## src/rtl/bas_pkg.sv

```systemverilog
`default_nettype none
// ----------------------------------------------------------------------------
// bas_pkg - shared definitions for the bracket-aware splitter
// Byte codes, defaults, the parse-mode type and controller/datapath structs.
// ----------------------------------------------------------------------------
package bas_pkg;

    localparam int MAX_DIGITS_DEF = 10;
    localparam int NEST_BITS_DEF  = 16;

    localparam logic [7:0] DELIM_RESET = 8'd44;   // ','
    localparam logic [7:0] CH_LBR      = 8'h5B;   // '['
    localparam logic [7:0] CH_RBR      = 8'h5D;   // ']'
    localparam logic [7:0] CH_0        = 8'h30;   // '0'
    localparam logic [7:0] CH_9        = 8'h39;   // '9'

    localparam int          LEN_W      = 31;
    localparam logic [30:0] LEN_MAX    = 31'h7FFF_FFFF;
    localparam logic [1:0]  SKIP_COUNT = 2'd2;

    localparam int          APB_AW     = 3;
    localparam logic        REG_DELIM  = 1'b0;   // register index of the delimiter

    typedef enum logic [2:0] {
        MODE_NORMAL = 3'b001,
        MODE_FIELD  = 3'b010,
        MODE_SKIP   = 3'b100
    } t_mode;

    typedef enum logic [3:0] {
        S_IDLE    = 4'b0001,
        S_RELEASE = 4'b0010,
        S_MAIN    = 4'b0100,
        S_TAIL    = 4'b1000
    } t_state;

    // source of the next output item
    typedef enum logic [1:0] {
        SRC_FRESH = 2'd0,   // main item of the request being accepted now
        SRC_DIGIT = 2'd1,   // next held digit
        SRC_MAIN  = 2'd2,   // latched main item
        SRC_TAIL  = 2'd3    // closing end mark
    } t_src;

    typedef struct packed {
        logic accept;
        logic emit;
        t_src src;
        logic last;
    } t_ctrl_cmd;

    typedef struct packed {
        logic out_free;
        logic new_rel;
        logic new_main;
        logic new_tail;
        logic p_main;
        logic p_tail;
        logic rel_last;
    } t_dp_status;

endpackage
`default_nettype wire

```

## src/rtl/bas_channels.sv

```systemverilog
`default_nettype none
// ----------------------------------------------------------------------------
// bas_channels - valid/ready channels of the bracket-aware splitter
// Input channel carries one string byte, output channel one token item.
// ----------------------------------------------------------------------------
interface bas_in_if;
    logic       valid;
    logic       ready;
    logic [7:0] in_byte;
    logic       final_byte;

    modport source (output valid, output in_byte, output final_byte, input ready);
    modport sink   (input valid, input in_byte, input final_byte, output ready);
endinterface

interface bas_out_if;
    logic       valid;
    logic       ready;
    logic [7:0] out_byte;
    logic       token_end;
    logic       run_last;

    modport source (output valid, output out_byte, output token_end, output run_last,
                    input ready);
    modport sink   (input valid, input out_byte, input token_end, input run_last,
                    output ready);
endinterface
`default_nettype wire

```

## src/rtl/bracket_aware_splitter.sv

```systemverilog
`default_nettype none
// ----------------------------------------------------------------------------
// bracket_aware_splitter - top level of the bracket-aware token splitter
// Splits a byte string at the delimiter outside brackets, with counted fields.
// ----------------------------------------------------------------------------
// One string byte is taken per request on i_in and token bytes and end-of-token
// marks leave on o_out, run_last flagging the final item caused by a byte. A byte
// is taken when the sequencer is idle and the output register is free. A byte that
// releases no held digits sends its first item on the accepting edge, its own item
// if it has one and else the end mark that closes a final byte or a counted field.
// A byte that releases held digits (up to MAX_DIGITS) sends nothing on the
// accepting edge; the sequencer then sends each released digit, then the byte's
// own item and then the end mark. The input is held until the last of these items
// has entered the output register, and output stalls hold it longer.
// The single output register sends one item a cycle unless the output stalls, and
// the sequencer walks the held-digit buffer one entry per cycle under that condition.
// Digit runs are held back until they turn out to be ordinary text or a length
// prefix; the decimal length is accumulated as the digits arrive, saturating at
// 2^31-1. The delimiter register sits at APB address 0 and resets to ','.
// ----------------------------------------------------------------------------
module bracket_aware_splitter #(
    parameter int MAX_DIGITS = bas_pkg::MAX_DIGITS_DEF,
    parameter int NEST_BITS  = bas_pkg::NEST_BITS_DEF
) (
    input  wire                         i_clk,
    input  wire                         i_rst_n,
    bas_in_if.sink                      i_in,
    bas_out_if.source                   o_out,
    input  wire                         i_psel,
    input  wire                         i_penable,
    input  wire                         i_pwrite,
    input  wire [bas_pkg::APB_AW-1:0]   i_paddr,
    input  wire [31:0]                  i_pwdata,
    output logic [31:0]                 o_prdata,
    output logic                        o_pready
);
    import bas_pkg::*;

    logic [7:0]  r_delim;
    t_ctrl_cmd   w_cmd;
    t_dp_status  w_status;
    logic        w_in_ready;

    // configuration: register index from address bit 2, word aligned
    assign o_pready = 1'b1;
    assign o_prdata = (i_paddr[2] == REG_DELIM) ? {24'd0, r_delim} : 32'd0;

    always_ff @(posedge i_clk) begin
        if (!i_rst_n) begin
            r_delim <= DELIM_RESET;
        end else if (i_psel && i_penable && i_pwrite && o_pready &&
                     i_paddr[2] == REG_DELIM) begin
            r_delim <= i_pwdata[7:0];
        end
    end

    assign i_in.ready = w_in_ready;

    bas_ctrl u_ctrl (
        .i_clk      (i_clk),
        .i_rst_n    (i_rst_n),
        .i_in_valid (i_in.valid),
        .i_status   (w_status),
        .o_cmd      (w_cmd),
        .o_in_ready (w_in_ready)
    );

    bas_datapath #(
        .MAX_DIGITS (MAX_DIGITS),
        .NEST_BITS  (NEST_BITS)
    ) u_datapath (
        .i_clk       (i_clk),
        .i_rst_n     (i_rst_n),
        .i_cmd       (w_cmd),
        .i_in_byte   (i_in.in_byte),
        .i_final     (i_in.final_byte),
        .i_delim     (r_delim),
        .i_out_ready (o_out.ready),
        .o_status    (w_status),
        .o_out_valid (o_out.valid),
        .o_out_byte  (o_out.out_byte),
        .o_out_end   (o_out.token_end),
        .o_out_last  (o_out.run_last)
    );

endmodule
`default_nettype wire

```

## src/rtl/bas_ctrl.sv

```systemverilog
`default_nettype none
// ----------------------------------------------------------------------------
// bas_ctrl - splitter sequencer
// Accepts a request, then walks released digits, main item and end mark.
// ----------------------------------------------------------------------------
module bas_ctrl (
    input  wire                     i_clk,
    input  wire                     i_rst_n,
    input  wire                     i_in_valid,
    input  bas_pkg::t_dp_status     i_status,
    output bas_pkg::t_ctrl_cmd      o_cmd,
    output logic                    o_in_ready
);
    import bas_pkg::*;

    t_state r_state;
    t_state n_state;

    assign o_in_ready = (r_state == S_IDLE) && i_status.out_free;

    always_comb begin
        n_state      = r_state;
        o_cmd.accept = 1'b0;
        o_cmd.emit   = 1'b0;
        o_cmd.src    = SRC_FRESH;
        o_cmd.last   = 1'b0;
        case (r_state)
            S_IDLE: begin
                if (i_in_valid && o_in_ready) begin
                    o_cmd.accept = 1'b1;
                    if (i_status.new_rel) begin
                        n_state = S_RELEASE;
                    end else if (i_status.new_main) begin
                        o_cmd.emit = 1'b1;
                        o_cmd.src  = SRC_FRESH;
                        o_cmd.last = !i_status.new_tail;
                        n_state    = i_status.new_tail ? S_TAIL : S_IDLE;
                    end else if (i_status.new_tail) begin
                        o_cmd.emit = 1'b1;
                        o_cmd.src  = SRC_TAIL;
                        o_cmd.last = 1'b1;
                    end
                end
            end
            S_RELEASE: begin
                if (i_status.out_free) begin
                    o_cmd.emit = 1'b1;
                    o_cmd.src  = SRC_DIGIT;
                    o_cmd.last = i_status.rel_last && !i_status.p_main && !i_status.p_tail;
                    if (i_status.rel_last) begin
                        if (i_status.p_main) begin
                            n_state = S_MAIN;
                        end else if (i_status.p_tail) begin
                            n_state = S_TAIL;
                        end else begin
                            n_state = S_IDLE;
                        end
                    end
                end
            end
            S_MAIN: begin
                if (i_status.out_free) begin
                    o_cmd.emit = 1'b1;
                    o_cmd.src  = SRC_MAIN;
                    o_cmd.last = !i_status.p_tail;
                    n_state    = i_status.p_tail ? S_TAIL : S_IDLE;
                end
            end
            S_TAIL: begin
                if (i_status.out_free) begin
                    o_cmd.emit = 1'b1;
                    o_cmd.src  = SRC_TAIL;
                    o_cmd.last = 1'b1;
                    n_state    = S_IDLE;
                end
            end
            default: begin
                n_state = S_IDLE;
            end
        endcase
    end

    always_ff @(posedge i_clk) begin
        if (!i_rst_n) begin
            r_state <= S_IDLE;
        end else begin
            r_state <= n_state;
        end
    end

    a_emit_free: assert property (@(posedge i_clk) disable iff (!i_rst_n)
        o_cmd.emit |-> i_status.out_free)
        else $error("item emitted into a busy output register");

    a_release_exit: assert property (@(posedge i_clk) disable iff (!i_rst_n)
        (r_state == S_RELEASE && n_state != S_RELEASE) |-> (o_cmd.emit && i_status.rel_last))
        else $error("release left before the last held digit");

    a_last_idle: assert property (@(posedge i_clk) disable iff (!i_rst_n)
        (o_cmd.emit && o_cmd.last) |=> (r_state == S_IDLE))
        else $error("sequencer busy after the final item of a request");

endmodule
`default_nettype wire

```

## src/rtl/bas_datapath.sv

```systemverilog
`default_nettype none
// ----------------------------------------------------------------------------
// bas_datapath - splitter parse state, held digits and output register
// Decodes a byte into a plan (digits to release, main item, end mark).
// ----------------------------------------------------------------------------
module bas_datapath #(
    parameter int MAX_DIGITS = bas_pkg::MAX_DIGITS_DEF,
    parameter int NEST_BITS  = bas_pkg::NEST_BITS_DEF
) (
    input  wire                     i_clk,
    input  wire                     i_rst_n,
    input  bas_pkg::t_ctrl_cmd      i_cmd,
    input  wire [7:0]               i_in_byte,
    input  wire                     i_final,
    input  wire [7:0]               i_delim,
    input  wire                     i_out_ready,
    output bas_pkg::t_dp_status     o_status,
    output logic                    o_out_valid,
    output logic [7:0]              o_out_byte,
    output logic                    o_out_end,
    output logic                    o_out_last
);
    import bas_pkg::*;

    localparam int CNT_W = $clog2(MAX_DIGITS + 1);
    localparam int IDX_W = (MAX_DIGITS > 1) ? $clog2(MAX_DIGITS) : 1;

    // parse state
    logic [3:0]           r_held [MAX_DIGITS];
    logic [CNT_W-1:0]     r_held_count, n_held_count;
    logic [LEN_W-1:0]     r_acc, n_acc;
    logic [LEN_W-1:0]     r_field_len, n_field_len;
    logic [NEST_BITS-1:0] r_level, n_level;
    t_mode                r_mode, n_mode;
    logic [1:0]           r_skip, n_skip;
    logic                 r_started, n_started;
    logic                 r_donly, n_donly;

    // latched plan
    logic [CNT_W-1:0]     r_rel_cnt;
    logic [CNT_W-1:0]     r_rel_idx;
    logic                 r_p_main;
    logic                 r_p_end;
    logic [7:0]           r_p_byte;
    logic                 r_p_tail;

    // fresh plan for the byte on the input
    logic [CNT_W-1:0]     f_rel;
    logic                 f_main;
    logic                 f_end;
    logic                 f_tail;
    logic                 wr_held;

    logic                 is_digit;
    logic                 is_prefix;
    logic [3:0]           digit;
    logic [LEN_W+3:0]     acc_x10;
    logic [LEN_W-1:0]     acc_step;
    logic [LEN_W-1:0]     len_dec;
    logic [1:0]           skip_dec;

    logic                 e_end;
    logic [7:0]           e_byte;
    logic                 out_free;

    always_comb begin
        is_digit  = (i_in_byte inside {[CH_0:CH_9]});
        is_prefix = (i_in_byte == CH_LBR) && r_donly && (r_held_count != '0);
        digit     = i_in_byte[3:0];
        acc_x10   = ({4'b0, r_acc} << 3) + ({4'b0, r_acc} << 1) + (LEN_W+4)'(digit);
        acc_step  = (acc_x10 > (LEN_W+4)'(LEN_MAX)) ? LEN_MAX : acc_x10[LEN_W-1:0];
        len_dec   = (r_field_len != '0) ? r_field_len - LEN_W'(1) : r_field_len;
        skip_dec  = (r_skip != 2'd0) ? r_skip - 2'd1 : r_skip;
    end

    // next state and plan of one byte
    always_comb begin
        n_held_count = r_held_count;
        n_acc        = r_acc;
        n_field_len  = r_field_len;
        n_level      = r_level;
        n_mode       = r_mode;
        n_skip       = r_skip;
        n_started    = r_started;
        n_donly      = r_donly;
        f_rel        = '0;
        f_main       = 1'b0;
        f_end        = 1'b0;
        f_tail       = 1'b0;
        wr_held      = 1'b0;
        case (r_mode)
            MODE_FIELD: begin
                f_main      = 1'b1;
                n_field_len = len_dec;
                if (len_dec == '0) begin
                    f_tail = 1'b1;
                    n_mode = MODE_SKIP;
                    n_skip = SKIP_COUNT;
                end else if (i_final) begin
                    f_tail = 1'b1;
                end
            end
            MODE_SKIP: begin
                n_skip = skip_dec;
                if (skip_dec == 2'd0) begin
                    n_mode = MODE_NORMAL;
                end
            end
            default: begin
                if (is_prefix) begin
                    // digits were a length prefix: open a counted field, or close an empty one at once
                    n_held_count = '0;
                    n_started    = 1'b0;
                    n_donly      = 1'b1;
                    n_field_len  = r_acc;
                    if (r_acc == '0) begin
                        f_main = 1'b1;
                        f_end  = 1'b1;
                        n_mode = MODE_SKIP;
                        n_skip = SKIP_COUNT;
                    end else begin
                        n_mode = MODE_FIELD;
                        if (i_final) begin
                            f_main = 1'b1;
                            f_end  = 1'b1;
                        end
                    end
                end else begin
                    if (i_in_byte == CH_LBR) begin
                        n_level = r_level + NEST_BITS'(1);
                    end else if (i_in_byte == CH_RBR) begin
                        n_level = r_level - NEST_BITS'(1);
                    end
                    if (i_in_byte != CH_LBR && i_in_byte != CH_RBR &&
                        i_in_byte == i_delim && r_level == '0) begin
                        f_rel        = r_held_count;
                        n_held_count = '0;
                        f_main       = 1'b1;
                        f_end        = 1'b1;
                        n_started    = 1'b0;
                        n_donly      = 1'b1;
                    end else begin
                        n_started = 1'b1;
                        if (is_digit && r_donly && r_held_count < CNT_W'(MAX_DIGITS)) begin
                            wr_held      = 1'b1;
                            n_held_count = r_held_count + CNT_W'(1);
                            n_acc        = (r_held_count == '0) ? LEN_W'(digit) : acc_step;
                            if (i_final) begin
                                f_rel  = r_held_count + CNT_W'(1);
                                f_tail = 1'b1;
                            end
                        end else begin
                            f_rel        = r_held_count;
                            n_held_count = '0;
                            f_main       = 1'b1;
                            n_donly      = 1'b0;
                            f_tail       = i_final;
                        end
                    end
                end
            end
        endcase
        if (i_final) begin
            n_held_count = '0;
            n_field_len  = '0;
            n_level      = '0;
            n_mode       = MODE_NORMAL;
            n_skip       = 2'd0;
            n_started    = 1'b0;
            n_donly      = 1'b1;
        end
    end

    assign out_free = !o_out_valid || i_out_ready;

    always_comb begin
        o_status.out_free = out_free;
        o_status.new_rel  = (f_rel != '0);
        o_status.new_main = f_main;
        o_status.new_tail = f_tail;
        o_status.p_main   = r_p_main;
        o_status.p_tail   = r_p_tail;
        o_status.rel_last = ((r_rel_idx + CNT_W'(1)) == r_rel_cnt);
    end

    // item selection
    always_comb begin
        case (i_cmd.src)
            SRC_FRESH: begin
                e_end  = f_end;
                e_byte = i_in_byte;
            end
            SRC_DIGIT: begin
                e_end  = 1'b0;
                e_byte = CH_0 + {4'b0, r_held[r_rel_idx[IDX_W-1:0]]};
            end
            SRC_MAIN: begin
                e_end  = r_p_end;
                e_byte = r_p_byte;
            end
            default: begin
                e_end  = 1'b1;
                e_byte = 8'd0;
            end
        endcase
    end

    // held digits: no reset, only entries below the count are read
    always_ff @(posedge i_clk) begin
        if (i_cmd.accept && wr_held) begin
            r_held[r_held_count[IDX_W-1:0]] <= digit;
        end
    end

    always_ff @(posedge i_clk) begin
        if (!i_rst_n) begin
            r_held_count <= '0;
            r_acc        <= '0;
            r_field_len  <= '0;
            r_level      <= '0;
            r_mode       <= MODE_NORMAL;
            r_skip       <= 2'd0;
            r_started    <= 1'b0;
            r_donly      <= 1'b1;
            r_rel_cnt    <= '0;
            r_rel_idx    <= '0;
            r_p_main     <= 1'b0;
            r_p_end      <= 1'b0;
            r_p_tail     <= 1'b0;
            o_out_valid  <= 1'b0;
        end else begin
            if (i_cmd.accept) begin
                r_held_count <= n_held_count;
                r_acc        <= n_acc;
                r_field_len  <= n_field_len;
                r_level      <= n_level;
                r_mode       <= n_mode;
                r_skip       <= n_skip;
                r_started    <= n_started;
                r_donly      <= n_donly;
                r_rel_cnt    <= f_rel;
                r_rel_idx    <= '0;
                r_p_main     <= f_main;
                r_p_end      <= f_end;
                r_p_tail     <= f_tail;
            end else if (i_cmd.emit && i_cmd.src == SRC_DIGIT) begin
                r_rel_idx <= r_rel_idx + CNT_W'(1);
            end
            if (i_cmd.emit) begin
                o_out_valid <= 1'b1;
            end else if (i_out_ready) begin
                o_out_valid <= 1'b0;
            end
        end
    end

    // payload registers
    always_ff @(posedge i_clk) begin
        if (i_cmd.accept) begin
            r_p_byte <= i_in_byte;
        end
        if (i_cmd.emit) begin
            o_out_end  <= e_end;
            o_out_byte <= e_end ? 8'd0 : e_byte;
            o_out_last <= i_cmd.last;
        end
    end

    a_held_bound: assert property (@(posedge i_clk) disable iff (!i_rst_n)
        r_held_count <= CNT_W'(MAX_DIGITS))
        else $error("held digit count beyond capacity");

    a_field_len: assert property (@(posedge i_clk) disable iff (!i_rst_n)
        (r_mode == MODE_FIELD) |-> (r_field_len != '0))
        else $error("counted field open with nothing owed");

endmodule
`default_nettype wire

```

## src/flat_wrapper.sv

```systemverilog
// flat-port wrapper written by rule: the top's interface ports become plain ports
module bracket_aware_splitter_flat import bas_pkg::*;
#(
    parameter int MAX_DIGITS = bas_pkg::MAX_DIGITS_DEF,
    parameter int NEST_BITS  = bas_pkg::NEST_BITS_DEF
)
  (i_clk, i_rst_n, i_psel, i_penable, i_pwrite, i_paddr, i_pwdata, o_prdata, o_pready, i_in_valid, i_in_in_byte, i_in_final_byte, i_in_ready, o_out_valid, o_out_out_byte, o_out_token_end, o_out_run_last, o_out_ready);
  bas_in_if i_in_i ();
  bas_out_if o_out_i ();
  input  wire i_clk;
  input  wire i_rst_n;
  input  wire i_psel;
  input  wire i_penable;
  input  wire i_pwrite;
  input  wire [bas_pkg::APB_AW-1:0] i_paddr;
  input  wire [31:0] i_pwdata;
  output logic [31:0] o_prdata;
  output logic o_pready;
  input wire logic [$bits(i_in_i.valid)-1:0] i_in_valid;
  input wire logic [$bits(i_in_i.in_byte)-1:0] i_in_in_byte;
  input wire logic [$bits(i_in_i.final_byte)-1:0] i_in_final_byte;
  output wire logic [$bits(i_in_i.ready)-1:0] i_in_ready;
  output wire logic [$bits(o_out_i.valid)-1:0] o_out_valid;
  output wire logic [$bits(o_out_i.out_byte)-1:0] o_out_out_byte;
  output wire logic [$bits(o_out_i.token_end)-1:0] o_out_token_end;
  output wire logic [$bits(o_out_i.run_last)-1:0] o_out_run_last;
  input wire logic [$bits(o_out_i.ready)-1:0] o_out_ready;
  assign i_in_i.valid = i_in_valid;
  assign i_in_i.in_byte = i_in_in_byte;
  assign i_in_i.final_byte = i_in_final_byte;
  assign i_in_ready = i_in_i.ready;
  assign o_out_valid = o_out_i.valid;
  assign o_out_out_byte = o_out_i.out_byte;
  assign o_out_token_end = o_out_i.token_end;
  assign o_out_run_last = o_out_i.run_last;
  assign o_out_i.ready = o_out_ready;
  bracket_aware_splitter #(.MAX_DIGITS(MAX_DIGITS), .NEST_BITS(NEST_BITS)) u_core (.i_clk(i_clk), .i_rst_n(i_rst_n), .i_in(i_in_i), .o_out(o_out_i), .i_psel(i_psel), .i_penable(i_penable), .i_pwrite(i_pwrite), .i_paddr(i_paddr), .i_pwdata(i_pwdata), .o_prdata(o_prdata), .o_pready(o_pready));
endmodule
```

## config.mk

```make
export PLATFORM = sky130hd
export DESIGN_NAME = bracket_aware_splitter_flat
export DESIGN_NICKNAME = d
export VERILOG_FILES = /design/src/rtl/bas_pkg.sv /design/src/rtl/bas_channels.sv /design/src/rtl/bracket_aware_splitter.sv /design/src/rtl/bas_ctrl.sv /design/src/rtl/bas_datapath.sv /design/src/flat_wrapper.sv
export SDC_FILE = /design/constraint.sdc
export NUM_CORES = 1
export LEC_CHECK = 0
export BUFFER_PORTS_ARGS = -buffer_cell sky130_fd_sc_hd__buf_2
export CAP_MARGIN = 10
export CORE_UTILIZATION = 55
export CTS_BUF_LIST = sky130_fd_sc_hd__clkbuf_4 sky130_fd_sc_hd__clkbuf_8
export DETAILED_ROUTE_END_ITERATION = 10
export MAX_ROUTING_LAYER = met4
export PLACE_DENSITY = 0.77
export SYNTH_ARGS = -nofsm -noshare
export SYNTH_HDL_FRONTEND = slang
export SYNTH_SLANG_ARGS = --single-unit
export TNS_END_PERCENT = 20
```

## constraint.sdc

```tcl
create_clock -name i_clk -period 10.4 [get_ports i_clk]
set_clock_uncertainty 0.05 [all_clocks]
set_input_delay 1.04 -clock i_clk [delete_from_list [all_inputs] [get_ports i_clk]]
set_output_delay 1.04 -clock i_clk [all_outputs]
set_load 0.02 [all_outputs]
```

### After elaboration in Yosys (flattened, before gate mapping)

Memories as Yosys holds them, arrays and structs flattened. A register that Yosys moved wholly into a read port is not among the register bits.
Index checks and enable logic that the tools add are counted.

| word-level totals | value |
|---|---|
| bits in writable memories | 40 |
| register bits after elaboration | 130 |
| bits of input ports | 51 |
| logic and storage cells | 196 |
| memories | 1 |
| output and inout port bits | 45 |

| operators by class | value |
|---|---|
| mux-type cells | 85 |
| reductions and logical operators | 47 |
| $add $sub $neg | 9 |
| magnitude comparators | 4 |
| bitwise gates (word level) | 5 |
| equal/unequal tests | 26 |

Memories:

| memory | depth | width | read ports | clocked after Yosys merged registers in | write ports | line | RTL |
|---|---|---|---|---|---|---|---|
| u_core.u_datapath.r_held | 10 | 4 | 1 | 1 | 1 | bas_datapath.sv:29 | `logic [3:0] r_held [MAX_DIGITS];` |

Operator list:

| kind | count |
|---|---|
| 31-bit 2-to-1 mux | 5 |
| 4-bit 2-to-1 mux | 28 |
| 16-bit 2-to-1 mux | 5 |
| 31-bit zero test | 2 |
| 31-bit one-hot mux with 2 select lines | 1 |
| 34-bit by 32-bit adder with 35-bit output | 1 |
| 35-bit by 4-bit adder with 35-bit output | 1 |
| 35-bit by 31-bit > comparator with 1-bit output (second input constant) | 1 |
| 4-bit one-hot mux with 4 select lines | 2 |
| 31-bit nonzero test | 1 |
| 31-bit by 1-bit subtractor with 31-bit output (second input constant) | 1 |
| 1-bit 2-to-1 mux | 26 |
| 8-bit one-hot mux with 3 select lines | 1 |
| 1-bit logical AND | 17 |
| 16-bit by 1-bit adder with 16-bit output (second input constant) | 1 |
| 8-bit by 7-bit equality test with 1-bit output (second input constant) | 2 |
| 16-bit zero test | 1 |
| 8-bit by 7-bit inequality test with 1-bit output (second input constant) | 2 |
| 4-bit nonzero test | 4 |
| 16-bit by 1-bit subtractor with 16-bit output (second input constant) | 1 |
| 3-bit 2-to-1 mux | 5 |
| 2-bit inequality test (second input constant) | 6 |
| 4-bit AND reduction | 3 |
| 2-bit 2-to-1 mux | 5 |
| 37 further kinds | 54 |

### Depth between registers and ports, before layout

| logic depth | value |
|---|---|
| depth after elaboration | 17 |
| gate-level depth with buffers | 14 |
| gate-level depth less buffers | 13 |

### Cells and area by module

A second synthesis with hierarchy kept.

| second synthesis, totals | value |
|---|---|
| cells, all modules | 1,358 |
| area, all modules | 11,775.0 um^2 |

By module, submodules not included:

| module | sequential area each (um^2) | area each (um^2) | cells an instance | times used |
|---|---|---|---|---|
| bas_datapath | 3,823.7 | 10,639.0 | 1,223 | 1 |
| bracket_aware_splitter | 160.2 | 605.6 | 70 | 1 |
| bas_ctrl | 80.1 | 530.5 | 65 | 1 |

### Least setup slack after synthesis

No wires, ideal clock.

| timing | value |
|---|---|
| kind | input to register |
| start point | input port i_in_in_byte[5] |
| end point | register u_core.u_datapath.r_level[15] |
| cell stages on the path | 13 |
| slack | 5.929 ns |
| setup time | 0.120 ns |
| buffers on the path | 0 |
| arrival | 4.301 ns |
| path through | nand4b_1 nor4b_2 inv_1 ha_1 a211oi_1 o211ai_1 a221oi_1 nor4b_1 o31ai_1 o41ai_1 xnor2_1 and3b_1 o31a_1 |

| between the ends | value |
|---|---|
| longest elaborated chain between the ends | 5 |
| elaborated cells on any way between the ends | 11 |

Ends and longest elaborated chain:

| item | line | RTL |
|---|---|---|
| start: declaration | flat_wrapper.sv:20 | `input wire logic [$bits(i_in_i.in_byte)-1:0] i_in_in_byte;` |
| 8-bit by 7-bit equality test with 1-bit output | bas_datapath.sv:68, bas_datapath.sv:129 |  |
| 16-bit 2-to-1 mux or 1-bit logical AND (tied branches) | bas_datapath.sv:129, bas_datapath.sv:68 |  |
| 16-bit 2-to-1 mux or 1-bit logical AND (tied branches) | bas_datapath.sv:110, bas_datapath.sv:68 |  |
| 16-bit 2-to-1 mux or 2-bit inequality test (tied branches) | -- |  |
| 16-bit 2-to-1 mux or 4-bit AND reduction (tied branches) | -- |  |
| end signal: assignment | bas_datapath.sv:236 | `r_level <= n_level;` |
| end: declaration | bas_datapath.sv:33 | `logic [NEST_BITS-1:0] r_level, n_level;` |

Several ways; a longest one is shown, not always the timed one. The select of a mux whose other input is x is not followed.
A chain may end at the register's enable or synchronous reset.

### Worst setup path after layout

| timing | value |
|---|---|
| start point | input port i_in_in_byte[3] |
| end point | register u_core.u_datapath.r_level[15] |

The elaborated chain is that of the path after synthesis.

==> qor.yml <==
outcome: "complete, no violations"
use_met1_pct: 36.1
p_switching_uw: 468
die_area_um2: 22400
slowest_delay_ps: 510
cpMaxStageDelayCell: "nor4b_2"
drtIter0Drc: 952
maxCapViolCount: 0
cp_cell_sequence: "buf_2, nand4b_1, nor4b_2, inv_1, ha_1, a211oi_1, o211ai_1, a221oi_1, nor4b_1, o31ai_1, o41ai_1, xnor2_1, and3b_1, o31a_1"
criticalPathCategory: "primary input to flip-flop"
dp_cells: 1606
mappedNetlistArea_um2: 12000
min_path_cells: 2
cts_sinks: 174
seq_area_frac_synth_pct: 33.9
p_seq_share_pct: 51.5
worst_pin_slew_ps: 1210
whs_endpoint: "u_core.u_datapath.r_rel_cnt[2]"
whs_ps: 434
synth_seq_cells: 174
peakVddDrop_v: 0.0000898
clock_power_share_pct: 35.7
relSlewSlack_pct: 18.9
h-tree-depth: 4
finalHoldViolCount: 0
num_vias: 10262
drive_gt1_share_pct: 9.76
fin_ws_ps: 5280
final_area_um2: 12600
grt_antenna_before_repair: 0
met3_usage_pct: 4.15
clk_latency_ps: 480
postPlaceCellArea_um2: 12200
cts_hold_buffers: 0
critPathCaptureType: "flip-flop"
portBuffers: 44
grt_pass1_vias: 9741
antenna_cells: 0
totalPowerFinal_mw: 1.46
dpl_worst_slack_ps: 4790
r2r_end: "u_core.u_datapath.r_acc[6]"
critical_path_depth: 14
slew_violations: 0
cts_root_buffer: "clkbuf_8"
cts-resized-gates: 0
synthFlopType: "dfxtp_1"
grt_max_degree: 93
clk_path_buf_depth: 2
place.detailed.hpwl_mm: 21.1
path_max_fanout: 17
synth_area_per_cell_um2: 8.89
grt_overflow: 0
synthToLayoutAreaGrowth_pct: 5.27
fin_crit_sh_pct: 49.2
layout_commonest_cell: "dfxtp_1"
finalSetupTns_ps: 0
setup_viol: 0
drt-total-wl_mm: 29.4
grtUsageTotal_pct: 28.1
synth_edf_count: 58
final_cell_mix: "dfxtp_1 (116), nand2_1 (113), nor2_1 (99)"
layout.nets: 1488
syn-instance-count: 1348
cts_setup_buffers: 0
start_util_pct: 56.5
grt_pass1_wl_mm: 48.8
via_per_inst: 6.26
hold_class: "flip-flop to flip-flop"
grt_use_met2_pct: 45.0
io_pins: 96
r2r_start: "u_core.u_ctrl.r_state[0]"
drcViolationCount: 0
sw_frac_of_total_pct: 32.0
fin_util_pct: 59.5
async_reset_ff_share_pct: 0
rsz0062_at_grt: "no"
r2r_slack_ps: 5940
cp.arrival_ps: 5440
core-area_um2: 21200
p_int_uw: 991
rows: 53
powerDensity_nw_per_um2: 116
critPathTopFamily: "compound AO/OA/AOI/OAI gates"
wl_per_cell_um: 17.9
pwr-share-comb_pct: 12.8
min_period_ps: 5120
cts_buffers: 17
gp_congestion: 0.962
ant_nets: 0
die_h_um: 150
layout.cells.non_filler: 1638
busiest_layer: "met2"
cts.reportedPaths.clkPinSlew_ps: 100
cp-start-kind: "primary input"
cts_tree: "built"
die_w_um: 150
nFillCells: 1874
crit_buf_inv: 2
ff2ff_path_depth: 7
ys_types: 93
p_leak_nw: 5.10
fmax_mhz: 195
synth_warnings: 0
hp-start: "u_core.u_datapath.r_rel_cnt[2]"
first_pass_iters: 6
critPathRequiredTime_ps: 10720
[cell usage after synthesis (6+ instances only)]
master | instances | area (um^2)
or3_1 | 12 | 75.1
a221o_1 | 22 | 220
nand2b_1 | 10 | 62.6
dfxtp_1 | 116 | 2320
nor2b_1 | 58 | 363
a21oi_1 | 80 | 400
a31oi_1 | 15 | 93.8
a22oi_1 | 27 | 203
and2_1 | 20 | 125
and3_1 | 15 | 93.8
a21boi_0 | 17 | 128
nor2_1 | 99 | 372
xnor2_1 | 41 | 359
nand4_1 | 15 | 93.8
mux2i_1 | 14 | 140
nand3b_1 | 6 | 45.0
clkbuf_8 | 6 | 82.6
buf_4 | 29 | 218
a21o_1 | 14 | 105
nor3b_1 | 6 | 45.0
mux4_2 | 8 | 180
or4_1 | 6 | 45.0
o21a_1 | 18 | 135
nand3_1 | 31 | 155
nor3_1 | 41 | 205
edfxtp_1 | 58 | 1740
nor4_1 | 21 | 131
o211ai_1 | 17 | 128
inv_1 | 28 | 105
xor2_1 | 12 | 105
ha_1 | 84 | 1050
nand2_1 | 113 | 424
a211oi_1 | 16 | 120
clkbuf_1 | 47 | 176
o31ai_1 | 15 | 113
o21bai_1 | 8 | 60.1
o21ai_0 | 81 | 405
[power groups by stage]
stage	registers (mW)	logic, mW	clock network (mW)
floorplan	0.774	0.129	0
global placement	0.766	0.181	0
detailed placement	0.767	0.185	0
CTS	0.751	0.187	0.529
global route	0.755	0.207	0.560
finish	0.751	0.187	0.521
[how the worst max path moves through the flow]
| stage | startpoint | endpoint | slack, ps |
|---|---|---|---|
| global placement | i_in_in_byte[3] | u_core.u_datapath.r_level[15] | 4880 |
| CTS | i_in_in_byte[3] | u_core.u_datapath.r_level[15] | 5300 |
| global route | i_in_in_byte[3] | u_core.u_datapath.r_level[15] | 4760 |
| detailed placement | i_in_in_byte[3] | u_core.u_datapath.r_level[15] | 4790 |
| finish | i_in_in_byte[3] | u_core.u_datapath.r_level[15] | 5280 |
| floorplan | i_in_in_byte[5] | u_core.u_datapath.r_level[15] | 5930 |
[tightest hold or removal path, delay by kind of cell, from the launching register on]
kind,cells,cell delay (ps)
and+or+nand+nor,1,50
AOI/OAI and AO/OA,1,60
DFF,1,330
[final cells by class]
type                            instances  area, um^2  area share, %
Multi-Input combinational cell       1073        7350           58.3
Sequential cell                       174        4060           32.2
Clock inverter                         15         216           1.72
Tap cell                              275         344           2.73
Clock buffer                           17         234           1.85
Inverter                               30         113          0.892
Timing Repair Buffer                   54         295           2.34
[state kept, by name (all words and copies together) (netlist names), 2 cells and up, named ones only]
signal                          cells
u_core.r_delim                      8
u_core.u_ctrl.r_state               4
u_core.u_datapath.o_out_byte        8
u_core.u_datapath.r_acc            31
u_core.u_datapath.r_field_len      31
u_core.u_datapath.r_held           40
u_core.u_datapath.r_held_count      4
u_core.u_datapath.r_level          16
u_core.u_datapath.r_mode            3
u_core.u_datapath.r_p_byte          8
u_core.u_datapath.r_rel_cnt         4
u_core.u_datapath.r_rel_idx         4
u_core.u_datapath.r_skip            2
[per-layer routing]
layer / part of all wire (%) / wire length, um
met5: 0 / 0
met4: 2.4 / 717
met3: 5.4 / 1590
met2: 47 / 13800
met1: 45 / 13200
[kinds of logic after synthesis]
group,synth area share (%)
other cells,0.0626
mux,2.67
fa+ha+maj,9.27
xor+xnor,3.87
compound gates,22.6
flops,33.9
buf+inv,5.68
simple gates,22.0
No activity file was read; power rests on OpenSTA's default activity.
